**src/rtl/sptmq_pkg.sv**
```systemverilog
// shared types, constants and codes of the strict priority timed message queue
// no dependencies
package sptmq_pkg;

  localparam int QUEUE_DEPTH_DEF = 8;
  localparam int TIME_BITS_DEF   = 16;
  localparam int NUM_LEVELS      = 3;

  localparam logic [1:0] MODE_ADD   = 2'd0;
  localparam logic [1:0] MODE_TICK  = 2'd1;
  localparam logic [1:0] MODE_CLEAR = 2'd2;

  typedef enum logic {
    ST_IDLE,
    ST_EXEC
  } state_e;

  typedef struct packed {
    logic [1:0]  mode;
    logic [1:0]  level;
    logic [15:0] message_id;
    logic [15:0] display_time;
    logic [15:0] elapsed;
  } req_t;

  typedef struct packed {
    logic [15:0] current_message;
    logic        displaying;
    logic [15:0] time_left;
    logic        dropped;
  } rsp_t;

  typedef struct packed {
    logic load;
    logic exec;
  } cmd_t;

endpackage

```
**src/rtl/strict_priority_timed_message_queue_core.sv**
```systemverilog
// top level of the strict priority timed message queue
// depends on sptmq_pkg, sptmq_ctrl, sptmq_datapath (and sptmq_ram below it)
//
// A request is taken when start is high and busy is low and executes in the
// following ST_EXEC state; its result appears on rsp_o with result_valid_o
// high for exactly one cycle right after. No new request is taken in
// ST_EXEC, which covers the registered read of the queue rams; they always
// present the head entry of each queue. The receiver cannot stall: every
// result must be captured in its strobe cycle. Queue storage is not cleared
// at reset; head and fill pointers, current message, timer and strobe are.
module strict_priority_timed_message_queue_core #(
  parameter int QUEUE_DEPTH = sptmq_pkg::QUEUE_DEPTH_DEF,
  parameter int TIME_BITS   = sptmq_pkg::TIME_BITS_DEF
) (
  input  logic            clk_i,
  input  logic            rst_ni,
  input  logic            start,
  output logic            busy,
  input  sptmq_pkg::req_t req_i,
  output logic            result_valid_o,
  output sptmq_pkg::rsp_t rsp_o
);

  sptmq_pkg::cmd_t cmd;

  sptmq_ctrl u_ctrl (
    .clk_i   (clk_i),
    .rst_ni  (rst_ni),
    .start_i (start),
    .busy_o  (busy),
    .cmd_o   (cmd)
  );

  sptmq_datapath #(
    .QUEUE_DEPTH (QUEUE_DEPTH),
    .TIME_BITS   (TIME_BITS)
  ) u_datapath (
    .clk_i          (clk_i),
    .rst_ni         (rst_ni),
    .cmd_i          (cmd),
    .req_i          (req_i),
    .result_valid_o (result_valid_o),
    .rsp_o          (rsp_o)
  );

  a_accept_busy: assert property (@(posedge clk_i) disable iff (!rst_ni)
    start && !busy |=> busy)
    else $error("request accepted without going busy");

  a_busy_result: assert property (@(posedge clk_i) disable iff (!rst_ni)
    busy |=> result_valid_o && !busy)
    else $error("execution cycle not followed by a result");

  a_result_origin: assert property (@(posedge clk_i) disable iff (!rst_ni)
    result_valid_o |-> $past(busy))
    else $error("result without a preceding execution cycle");

endmodule

```
**src/rtl/sptmq_ram.sv**
```systemverilog
// generic single write, single read ram with registered read data
// no dependencies
module sptmq_ram #(
  parameter int WIDTH = 32,
  parameter int DEPTH = 8
) (
  input  logic                                   clk_i,
  input  logic                                   wr_en_i,
  input  logic [((DEPTH > 1) ? $clog2(DEPTH) : 1)-1:0] wr_addr_i,
  input  logic [WIDTH-1:0]                       wr_data_i,
  input  logic [((DEPTH > 1) ? $clog2(DEPTH) : 1)-1:0] rd_addr_i,
  output logic [WIDTH-1:0]                       rd_data_o
);

  logic [WIDTH-1:0] mem_q [DEPTH];
  logic [WIDTH-1:0] rd_data_q;

  always_ff @(posedge clk_i) begin
    if (wr_en_i) begin
      mem_q[wr_addr_i] <= wr_data_i;
    end
    rd_data_q <= mem_q[rd_addr_i];
  end

  assign rd_data_o = rd_data_q;

endmodule

```
**src/rtl/sptmq_ctrl.sv**
```systemverilog
// controller state machine: accepts a request and schedules its execution
// depends on sptmq_pkg
module sptmq_ctrl (
  input  logic              clk_i,
  input  logic              rst_ni,
  input  logic              start_i,
  output logic              busy_o,
  output sptmq_pkg::cmd_t   cmd_o
);

  sptmq_pkg::state_e state_q, state_d;

  always_ff @(posedge clk_i or negedge rst_ni) begin
    if (!rst_ni) begin
      state_q <= sptmq_pkg::ST_IDLE;
    end else begin
      state_q <= state_d;
    end
  end

  always_comb begin
    state_d = state_q;
    unique case (state_q)
      sptmq_pkg::ST_IDLE: begin
        if (start_i) begin
          state_d = sptmq_pkg::ST_EXEC;
        end
      end
      sptmq_pkg::ST_EXEC: begin
        state_d = sptmq_pkg::ST_IDLE;
      end
      default: begin
        state_d = sptmq_pkg::ST_IDLE;
      end
    endcase
  end

  always_comb begin
    busy_o     = 1'b0;
    cmd_o.load = 1'b0;
    cmd_o.exec = 1'b0;
    unique case (state_q)
      sptmq_pkg::ST_IDLE: begin
        cmd_o.load = start_i;
      end
      sptmq_pkg::ST_EXEC: begin
        busy_o     = 1'b1;
        cmd_o.exec = 1'b1;
      end
      default: begin
        busy_o = 1'b0;
      end
    endcase
  end

endmodule

```
**src/rtl/sptmq_datapath.sv**
```systemverilog
// datapath: three priority queues in ram, head and fill pointers, display timer
// depends on sptmq_pkg and sptmq_ram
module sptmq_datapath #(
  parameter int QUEUE_DEPTH = sptmq_pkg::QUEUE_DEPTH_DEF,
  parameter int TIME_BITS   = sptmq_pkg::TIME_BITS_DEF
) (
  input  logic              clk_i,
  input  logic              rst_ni,
  input  sptmq_pkg::cmd_t   cmd_i,
  input  sptmq_pkg::req_t   req_i,
  output logic              result_valid_o,
  output sptmq_pkg::rsp_t   rsp_o
);

  localparam int NL      = sptmq_pkg::NUM_LEVELS;
  localparam int PTR_W   = (QUEUE_DEPTH > 1) ? $clog2(QUEUE_DEPTH) : 1;
  localparam int CNT_W   = $clog2(QUEUE_DEPTH + 1);
  localparam int SUM_W   = PTR_W + 2;
  localparam int ENTRY_W = 16 + TIME_BITS;

  function automatic logic [TIME_BITS-1:0] to_time(input logic [15:0] v);
    logic [TIME_BITS+15:0] w;
    w = {{TIME_BITS{1'b0}}, v};
    return w[TIME_BITS-1:0];
  endfunction

  function automatic logic [15:0] to_out(input logic [TIME_BITS-1:0] v);
    logic [TIME_BITS+15:0] w;
    w = {16'b0, v};
    return w[15:0];
  endfunction

  sptmq_pkg::req_t      req_q;
  logic [PTR_W-1:0]     head_q [NL];
  logic [PTR_W-1:0]     head_d [NL];
  logic [CNT_W-1:0]     fill_q [NL];
  logic [CNT_W-1:0]     fill_d [NL];
  logic [PTR_W-1:0]     tail   [NL];
  logic [PTR_W-1:0]     head_nx [NL];
  logic [ENTRY_W-1:0]   rd_data [NL];
  logic [NL-1:0]        wr_en;
  logic [ENTRY_W-1:0]   wr_data;
  logic [15:0]          cur_q, cur_d;
  logic [TIME_BITS-1:0] rem_q, rem_d;
  logic [TIME_BITS-1:0] rem_dec;
  logic [TIME_BITS-1:0] elapsed_t;
  logic                 dropped;
  logic                 popped;
  logic                 result_valid_q;
  sptmq_pkg::rsp_t      rsp_q;

  always_ff @(posedge clk_i) begin
    if (cmd_i.load) begin
      req_q <= req_i;
    end
  end

  always_comb begin
    for (int l = 0; l < NL; l++) begin
      logic [SUM_W-1:0] sum;
      sum = SUM_W'(head_q[l]) + SUM_W'(fill_q[l]);
      if (sum >= SUM_W'(QUEUE_DEPTH)) begin
        sum = sum - SUM_W'(QUEUE_DEPTH);
      end
      tail[l]    = sum[PTR_W-1:0];
      head_nx[l] = (head_q[l] == PTR_W'(QUEUE_DEPTH - 1)) ? '0 : head_q[l] + PTR_W'(1);
    end
  end

  assign wr_data   = {req_q.message_id, to_time(req_q.display_time)};
  assign elapsed_t = to_time(req_q.elapsed);
  assign rem_dec   = (rem_q > elapsed_t) ? rem_q - elapsed_t : '0;

  always_comb begin
    wr_en   = '0;
    dropped = 1'b0;
    popped  = 1'b0;
    cur_d   = cur_q;
    rem_d   = rem_q;
    for (int l = 0; l < NL; l++) begin
      head_d[l] = head_q[l];
      fill_d[l] = fill_q[l];
    end
    if (cmd_i.exec) begin
      unique case (req_q.mode)
        sptmq_pkg::MODE_ADD: begin
          dropped = 1'b1;
          for (int l = 0; l < NL; l++) begin
            if (req_q.level == 2'(l) && fill_q[l] != CNT_W'(QUEUE_DEPTH)) begin
              dropped   = 1'b0;
              wr_en[l]  = 1'b1;
              fill_d[l] = fill_q[l] + CNT_W'(1);
            end
          end
        end
        sptmq_pkg::MODE_TICK: begin
          rem_d = rem_dec;
          if (rem_dec == '0) begin
            cur_d = '0;
            for (int l = 0; l < NL; l++) begin
              if (!popped && fill_q[l] != '0) begin
                popped    = 1'b1;
                cur_d     = rd_data[l][ENTRY_W-1 -: 16];
                rem_d     = rd_data[l][TIME_BITS-1:0];
                head_d[l] = head_nx[l];
                fill_d[l] = fill_q[l] - CNT_W'(1);
              end
            end
          end
        end
        sptmq_pkg::MODE_CLEAR: begin
          cur_d = '0;
          rem_d = '0;
          for (int l = 0; l < NL; l++) begin
            head_d[l] = '0;
            fill_d[l] = '0;
          end
        end
        default: begin
          cur_d = cur_q;
        end
      endcase
    end
  end

  always_ff @(posedge clk_i or negedge rst_ni) begin
    if (!rst_ni) begin
      cur_q          <= '0;
      rem_q          <= '0;
      result_valid_q <= 1'b0;
      for (int l = 0; l < NL; l++) begin
        head_q[l] <= '0;
        fill_q[l] <= '0;
      end
    end else begin
      cur_q          <= cur_d;
      rem_q          <= rem_d;
      result_valid_q <= cmd_i.exec;
      for (int l = 0; l < NL; l++) begin
        head_q[l] <= head_d[l];
        fill_q[l] <= fill_d[l];
      end
    end
  end

  always_ff @(posedge clk_i) begin
    if (cmd_i.exec) begin
      rsp_q.current_message <= cur_d;
      rsp_q.displaying      <= (rem_d != '0) && (cur_d != '0);
      rsp_q.time_left       <= to_out(rem_d);
      rsp_q.dropped         <= dropped;
    end
  end

  for (genvar g = 0; g < NL; g++) begin : g_queue
    sptmq_ram #(
      .WIDTH (ENTRY_W),
      .DEPTH (QUEUE_DEPTH)
    ) u_ram (
      .clk_i     (clk_i),
      .wr_en_i   (wr_en[g]),
      .wr_addr_i (tail[g]),
      .wr_data_i (wr_data),
      .rd_addr_i (head_q[g]),
      .rd_data_o (rd_data[g])
    );
  end

  assign result_valid_o = result_valid_q;
  assign rsp_o          = rsp_q;

  for (genvar g = 0; g < NL; g++) begin : g_chk
    a_fill_bound: assert property (@(posedge clk_i) disable iff (!rst_ni)
      fill_q[g] <= CNT_W'(QUEUE_DEPTH))
      else $error("queue fill count beyond depth");
  end

  a_drop_only_add: assert property (@(posedge clk_i) disable iff (!rst_ni)
    dropped |-> cmd_i.exec && req_q.mode == sptmq_pkg::MODE_ADD)
    else $error("drop flagged outside an add");

endmodule
```
**config.mk**
```make
export PLATFORM = sky130hd
export DESIGN_NAME = strict_priority_timed_message_queue_core
export DESIGN_NICKNAME = d
export VERILOG_FILES = /design/src/rtl/sptmq_pkg.sv /design/src/rtl/strict_priority_timed_message_queue_core.sv /design/src/rtl/sptmq_ram.sv /design/src/rtl/sptmq_ctrl.sv /design/src/rtl/sptmq_datapath.sv
export SDC_FILE = /design/constraint.sdc
export NUM_CORES = 1
export LEC_CHECK = 0
export ABC_CLOCK_PERIOD_IN_PS = 4800
export BUFFER_PORTS_ARGS = -buffer_cell sky130_fd_sc_hd__buf_2
export CORE_UTILIZATION = 30
export CTS_BUF_LIST = sky130_fd_sc_hd__clkbuf_8
export CTS_CLUSTER_SIZE = 28
export DETAILED_ROUTE_END_ITERATION = 6
export MAX_ROUTING_LAYER = met4
export SKIP_LAST_GASP = 1
export SYNTH_ARGS = -nofsm -noshare
export SYNTH_HDL_FRONTEND = slang
export SYNTH_HIERARCHICAL = 1
export SYNTH_SLANG_ARGS = --single-unit
```
**constraint.sdc**
```tcl
create_clock -name clk_i -period 4.8 [get_ports clk_i]
set_input_delay 0.24 -clock clk_i [delete_from_list [all_inputs] [get_ports clk_i]]
set_output_delay 0.24 -clock clk_i [all_outputs]
set_load 0.03 [all_outputs]
```
==> out/results.ini, run 1 <==
[routing]
via_per_inst = 4.88
vias = 19600
avgRoutedWirePerCell_um = 23.4
drc = 0
firstDrtPassIters = 5
wl_um = 94400
drtAntennaViolNets = 0
drt_iter0_drc = 1704

[synthesis]
synth-xor-area-share_pct = 0.474
synthCells = 1920
synthArstFlopShare_pct = 5.47
synth_top_family_by_area = multiplexers
synthSimpleGateAreaFrac_pct = 2.86
synth_cell_types = 71
syn-cell-area_um2 = 38800
synth.mux.area_fraction_pct = 15.2
synth-compound-area-share_pct = 3.63
yosys_warnings = 6
synthFlopType = edfxtp_1
synthesis.nets = 2017
synth_edf_count = 854
yosys_register_bits = 1005
synth_fa_ha_area_share_pct = 1.49
synth-seq-area-share_pct = 74.6
syn_avg_cell_area_um2 = 20.2

[critical_path]
crit_family = simple AND/OR/NAND/NOR gates
worstPathRequired_ns = 5.35
crit_buf_inv = 2
crit_path_end_kind = flop
cp.arrival_ns = 5.20
worstPathCellList = inv_1, ha_1, fa_2, nand2b_4, nand2b_1, a21oi_1, xnor2_1, or3b_2, a211oi_4, a41oi_4, buf_4, a211o_1, a32o_1, or4_4, nor4_4, a32oi_1
cp_max_fo = 5
crit_slowest_cell = or4_4
start_kind = flop
crit_type = reg2reg
max_stage_delay_ns = 0.56

[power_and_ir_drop]
p_total_uw = 23300
combPwrFrac_pct = 23.2
p_int_uw = 16400
pwr_density_cell_nw_per_um2 = 514
ir_worst_vdd_mv = 0.273
p_switching_uw = 6910
clockPowerShare_pct = 30.7
p_sw_share_pct = 29.6
leakage_uw = 0.0155
pwr-share-seq_pct = 46.2

[sta]
period_needed_ns = 4.65
hold_viol = 0
worstMarginPinSlew_ns = 1.04
relSlewSlack_pct = 30.6
clock_skew_ns = 0.0392
rsz0062_at_grt = false
period_share_pct = 96.9
slew_violations = 0
fmax_ghz = 0.215
setup_slack_ns = 0.151
setup_violations = 0

[global_routing]
grt_pass1_vias = 20700
grt_pass1_wl_um = 138000
grt_max_degree = 67
overflow = 0
grt_use_total_pct = 14.9
antenna_found_initial = 8

[clock_network]
clock-sinks = 1005
clockBufferDepth = 3
h-tree-depth = 4
cts_root_buf = clkbuf_8
numCtsBuffers = 164
insertion_delay_ns = 0.84
cts_tree = built
clk_pin_slew_ns = 0.06

[floorplanning]
die_w_um = 362
core_um2 = 128000
die_y_um = 362
die_area_um2 = 131000
rows = 131
ios = 91
start_util_pct = 30.3

[placement]
dp_hpwl_um = 53800
portBuffers = 90
placed_area_um2 = 41500
gp_congestion = 0.827
post-place-ws_ns = -0.0154

[final_layout]
finalInstanceArea_um2 = 45400
drive_above_1_share_pct = 26.4
nets = 2314
utilization_pct = 35.5
area_delta_synth_final_pct = 17.0

[flow_run]
max-cap-violations = 0

[run_status]
status = completed

[min_path]
hold_class = in2reg

[metrics by stage]
stage,instances,hold slack [ns],setup TNS [ns]
3_5_place_dp,3655,0.418,-0.0154
5_1_grt,4025,0.0942,0
2_1_floorplan,1920,-0.0556,0
4_1_cts,4017,0.0485,0
3_3_place_gp,3655,0.418,0
6_report,4025,0.120,0
[placed cells by master (no fill, tap or decap), drive strengths merged, types with 6 or more instances in the layout]
cell / netlist / final
a21o: 16 / 16
a21oi: 30 / 30
a221o: 16 / 16
buf: 56 / 162
clkbuf: 29 / 181
clkinv: 1 / 51
dfrtp: 55 / 55
dfxtp: 96 / 96
dlygate4sd3: 0 / 53
edfxtp: 854 / 854
fa: 7 / 7
ha: 35 / 35
inv: 40 / 113
mux2: 99 / 99
mux4: 192 / 192
nand2: 79 / 79
nand2b: 19 / 19
nand3: 10 / 10
nor2: 53 / 53
nor3: 20 / 20
nor4: 12 / 12
o21a: 6 / 6
o21ai: 68 / 68
o22ai: 20 / 20
or4: 7 / 7
xnor2: 13 / 13
xor2: 8 / 8
[cell type report]
class | instances | area [µm²]
clock buffer | 181 | 2490
antenna | 3 | 7.51
timing repair buffer | 215 | 1520
sequential | 1005 | 29000
multi-input combinational | 790 | 9440
tap | 1662 | 2080
inverter | 41 | 154
fill | 11900 | 82500
clock inverter | 128 | 721
[layer usage]
metal / wire (µm) / share of wire (%) / vias to the layer above / track usage [%]
li1: - / - / 8529 / -
met1: 42000 / 45 / 10400 / 19.5
met2: 45400 / 48 / 588 / 23.3
met3: 4860 / 5.2 / 158 / 2.92
met4: 2090 / 2.2 / 0 / 4.64
met5: 0 / 0 / - / -
[path summary, 6_finish.rpt]
path                                      from              endpoint  cells after the start  slack, ns
max                        u_datapath/rem_q[0]  u_datapath/rsp_o[17]                     16       0.15
min                                  req_i[34]  u_datapath/req_q[34]                      2       0.12
max reg2reg                u_datapath/rem_q[0]  u_datapath/rsp_o[17]                     16       0.15
min reg2reg                u_datapath/cur_q[4]   u_datapath/cur_q[4]                      1       0.52
max in group asynchronous               rst_ni  u_datapath/head_q[0]                      3       4.02
min in group asynchronous               rst_ni   u_datapath/rem_q[0]                      3       0.13
[synthesized netlist by cell type, drive strengths merged (3+ instances only)]
library cell | number | area share [%]
or4 | 7 | 0.15
o2bb2ai | 5 | 0.11
nor2 | 53 | 0.52
a211oi | 5 | 0.12
a2bb2oi | 3 | 0.068
a21oi | 30 | 0.41
o211ai | 5 | 0.097
nand2b | 19 | 0.31
a21o | 16 | 0.31
clkbuf | 29 | 0.28
inv | 40 | 0.39
buf | 56 | 1.1
nand4 | 3 | 0.048
mux4 | 192 | 12
a31oi | 4 | 0.065
and2 | 4 | 0.065
xor2 | 8 | 0.18
nor4 | 12 | 0.21
nand2 | 79 | 0.76
o21a | 6 | 0.12
xnor2 | 13 | 0.29
o31ai | 5 | 0.097
a32o | 4 | 0.10
o22ai | 20 | 0.32
edfxtp | 854 | 66
nand3 | 10 | 0.13
ha | 35 | 1.1
dfrtp | 55 | 3.5
fa | 7 | 0.36
o21ai | 68 | 0.88
a221o | 16 | 0.41
nand3b | 4 | 0.077
nor2b | 5 | 0.10
dfxtp | 96 | 5.0
a211o | 5 | 0.11
mux2 | 99 | 2.9
nor3 | 20 | 0.26
[what timing repair did]
item                       4_1_cts  5_1_grt
hold endpoints to repair       107        0
pin swaps                        1        4
gates cloned                     0        1
buffers inserted                 0        4
hold buffers                    53        0
resized for setup                1       13
setup endpoints to repair        1        1
[registers in the layout, indices dropped and copies added, names as in the netlist]
name	flops
u_datapath/g_queue.u_ram/mem_q	768
u_datapath/g_queue.u_ram/rd_data_o	96
u_datapath/req_q	36
u_datapath/rsp_o	34
u_datapath/cur_q	16
u_datapath/elapsed_t	16
u_datapath/rem_q	16
u_datapath/fill_q	12
u_datapath/head_q	9
u_ctrl/state_q	1
u_datapath/result_valid_o	1
[power by group through the flow]
stage	clock, µW	sequential, µW	combinational, µW
floorplan	0	10800	3770
global placement	0	10900	5230
detailed placement	0	10900	5290
CTS	7340	10800	5370
global route	7730	10800	5780
finish	7150	10800	5400
[kinds of logic after synthesis]
kind of cell / after synthesis
xor+xnor: 21
simple gates: 227
compound gates: 208
fa+ha+maj: 42
mux: 291
buf+inv: 126
flops: 1005
Power figures use the tool's default switching activity.
==> inputs of run 2 (changes only) <==
RECOVER_POWER = 100   (was default)
==> out/results.ini, run 2 (same netlist as run 1, synthesis figures left out) <==
[run_status]
status = complete, but fails checks
violations = max-capacitance violations, max-slew violations

[min_path]
hold_class = in2reg

[clock_network]
clock-sinks = 1005  ; unchanged
clockBufferDepth = 3  ; unchanged
insertion_delay_ns = 0.83  ; about the same
cts_root_buf = clkbuf_8
numCtsBuffers = 164  ; unchanged
cts_tree = built
clk_pin_slew_ns = 0.06  ; about the same
h-tree-depth = 4  ; unchanged

[power_and_ir_drop]
pwr-share-seq_pct = 46.2  ; about the same
ir_worst_vdd_mv = 0.273  ; -0.14%
p_sw_share_pct = 29.4  ; -0.19 points
combPwrFrac_pct = 23.2  ; about the same
leakage_uw = 0.0153  ; -1.7%
clockPowerShare_pct = 30.6  ; about the same
p_switching_uw = 6860  ; -0.66%
pwr_density_cell_nw_per_um2 = 516  ; +0.53%
p_total_uw = 23300  ; about the same
p_int_uw = 16400  ; +0.23%

[final_layout]
multiInputGateArea_um2 = 9380  ; -0.66%
fin_cells = 4025  ; unchanged
drive_above_1_share_pct = 22.3  ; -4.1 points
num-fill-cells = 11900  ; +0.46%
regMostFlops = u_datapath/g_queue.u_ram/mem_q
ff_latch_area_um2 = 29000  ; about the same
nets = 2314  ; unchanged
area_delta_synth_final_pct = 16.3
final_common_cell = edfxtp_1
largest_register_ffs = 768  ; unchanged
finalInstanceArea_um2 = 45100  ; -0.56%
final_cell_mix = 854 x edfxtp_1, 181 x clkbuf_8, 120 x mux4_1

[routing]
drtAntennaViolNets = 0  ; unchanged
via_per_inst = 4.89  ; +0.13%
firstDrtPassIters = 6  ; +1
drc = 0  ; unchanged
wl_um = 94200  ; -0.17%
drt_iter0_drc = 1616  ; -5.2%
avgRoutedWirePerCell_um = 23.4  ; -0.17%
vias = 19700  ; +0.13%

[sta]
period_needed_ns = 4.61  ; -0.0357 ns
period_share_pct = 96.1  ; -0.74 points
worstMarginPinSlew_ns = 3.43  ; +2.39 ns
clock_skew_ns = 0.0380  ; -0.00117 ns
setup_violations = 0  ; unchanged
finalHoldWorstSlack_ns = 0.131  ; +0.0113 ns
fmax_ghz = 0.217  ; +0.77%
relSlewSlack_pct = -128  ; -160 points
rsz0062_at_grt = false
slew_violations = 435  ; +435
hold_viol = 0  ; unchanged

[critical_path]
crit_path_end_kind = flop
cp_max_fo = 5  ; unchanged
start_kind = flop
cp.arrival_ns = 5.16  ; -0.04 ns
crit_type = reg2reg
worstPathRequired_ns = 5.35  ; about the same

[global_routing]
grt_pass1_vias = 20700  ; unchanged
grt_use_total_pct = 14.9  ; unchanged
grt_max_degree = 67  ; unchanged
antenna_found_initial = 9  ; +1
grt_pass1_wl_um = 138000  ; unchanged
overflow = 0  ; unchanged

[floorplanning]
start_util_pct = 30.3  ; unchanged
die_y_um = 362  ; unchanged
die_area_um2 = 131000  ; unchanged
ios = 91  ; unchanged
die_w_um = 362  ; unchanged
rows = 131  ; unchanged
core_um2 = 128000  ; unchanged

[placement]
dp_hpwl_um = 53800  ; unchanged
placed_area_um2 = 41500  ; unchanged
portBuffers = 90  ; unchanged
gp_congestion = 0.827  ; unchanged
placedCellCount = 3655  ; unchanged

[flow_run]
max-cap-violations = 10  ; +10

[run 2: changes by cell type in the layout (fill, tap and decap cells not counted), moves of 6 or more]
cell / before / now
clkbuf_1: 0 / 77
buf_2: 90 / 25
buf_4: 72 / 31
clkbuf_2: 0 / 24
mux2_1: 0 / 8
mux2_2: 99 / 91
nor3_1: 12 / 18
nor3_2: 8 / 2
[run 2: metal layers]
metal	up-vias	global-route usage, %	part of all wire [%]
met5	-	-	0
met4	0	4.64	2.0
met3	145	2.92	5.4
met2	604	23.3	48
met1	10400	19.5	44
li1	8532	-	-
[run 2: metrics by stage]
| stage | util, % | setup WS (ns) | setup TNS [ns] |
|---|---|---|---|
| 5_1_grt | 35.3 | 0.0383 | 0 |
| 6_report | 35.3 | 0.187 | 0 |
| 4_1_cts | 35.4 | 0.0494 | 0 |
| 3_3_place_gp | 32.5 | 0.0571 | 0 |
| 3_5_place_dp | 32.5 | -0.0154 | -0.0154 |
| 2_1_floorplan | - | 0.647 | 0 |
[run 2: final cells by class]
cell class,instances,share of cell area [%]
clock buffers,181,5.52
inverters,41,0.341
clock inverters,128,1.60
diodes,3,0.0166
multi-input cells,790,20.8
repair buffers,215,2.96
flip-flops and latches,1005,64.2
well taps,1662,4.61
[run 2: power by group through the flow]
stage               Sequential, µW  Combinational, µW  Clock [µW]
floorplan                    10800               3770           0
global placement             10900               5230           0
detailed placement           10900               5290           0
CTS                          10800               5370        7340
global route                 10800               5790        7730
finish                       10800               5400        7140
[run 2: worst max-delay path, cell delays in order, from the launching register on]
cell	delay, ns
dfrtp_1	0.38
inv_1	0.06
ha_1	0.24
fa_2	0.36
nand2b_4	0.16
nand2b_1	0.08
a21oi_1	0.08
xnor2_1	0.17
or3b_2	0.51
a211oi_4	0.38
a41oi_4	0.23
clkbuf_4	0.20
a211o_1	0.27
a32o_1	0.29
or4_4	0.56
nor4_4	0.24
a32oi_1	0.14
[run 2: final timing paths]
kind,start,endpoint,slack (ns),cells after the start
max,u_datapath/rem_q[0],u_datapath/rsp_o[17],0.19,16
min in group asynchronous,rst_ni,u_datapath/rem_q[0],1.22,3
max reg2reg,u_datapath/rem_q[0],u_datapath/rsp_o[17],0.19,16
min,req_i[34],u_datapath/req_q[34],0.13,2
max in group asynchronous,rst_ni,u_datapath/head_q[3],1.16,3
min reg2reg,u_datapath/cur_q[4],u_datapath/cur_q[4],0.52,1
[run 2: timing repair]
| item | CTS | global route |
|---|---|---|
| setup endpoints to repair | 1 | 1 |
| resized for setup | 1 | 13 |
| hold buffers | 53 | 0 |
| hold endpoints to repair | 107 | 0 |
| pin swaps | 1 | 4 |
| gates cloned | 0 | 1 |
| buffers inserted | 0 | 4 |
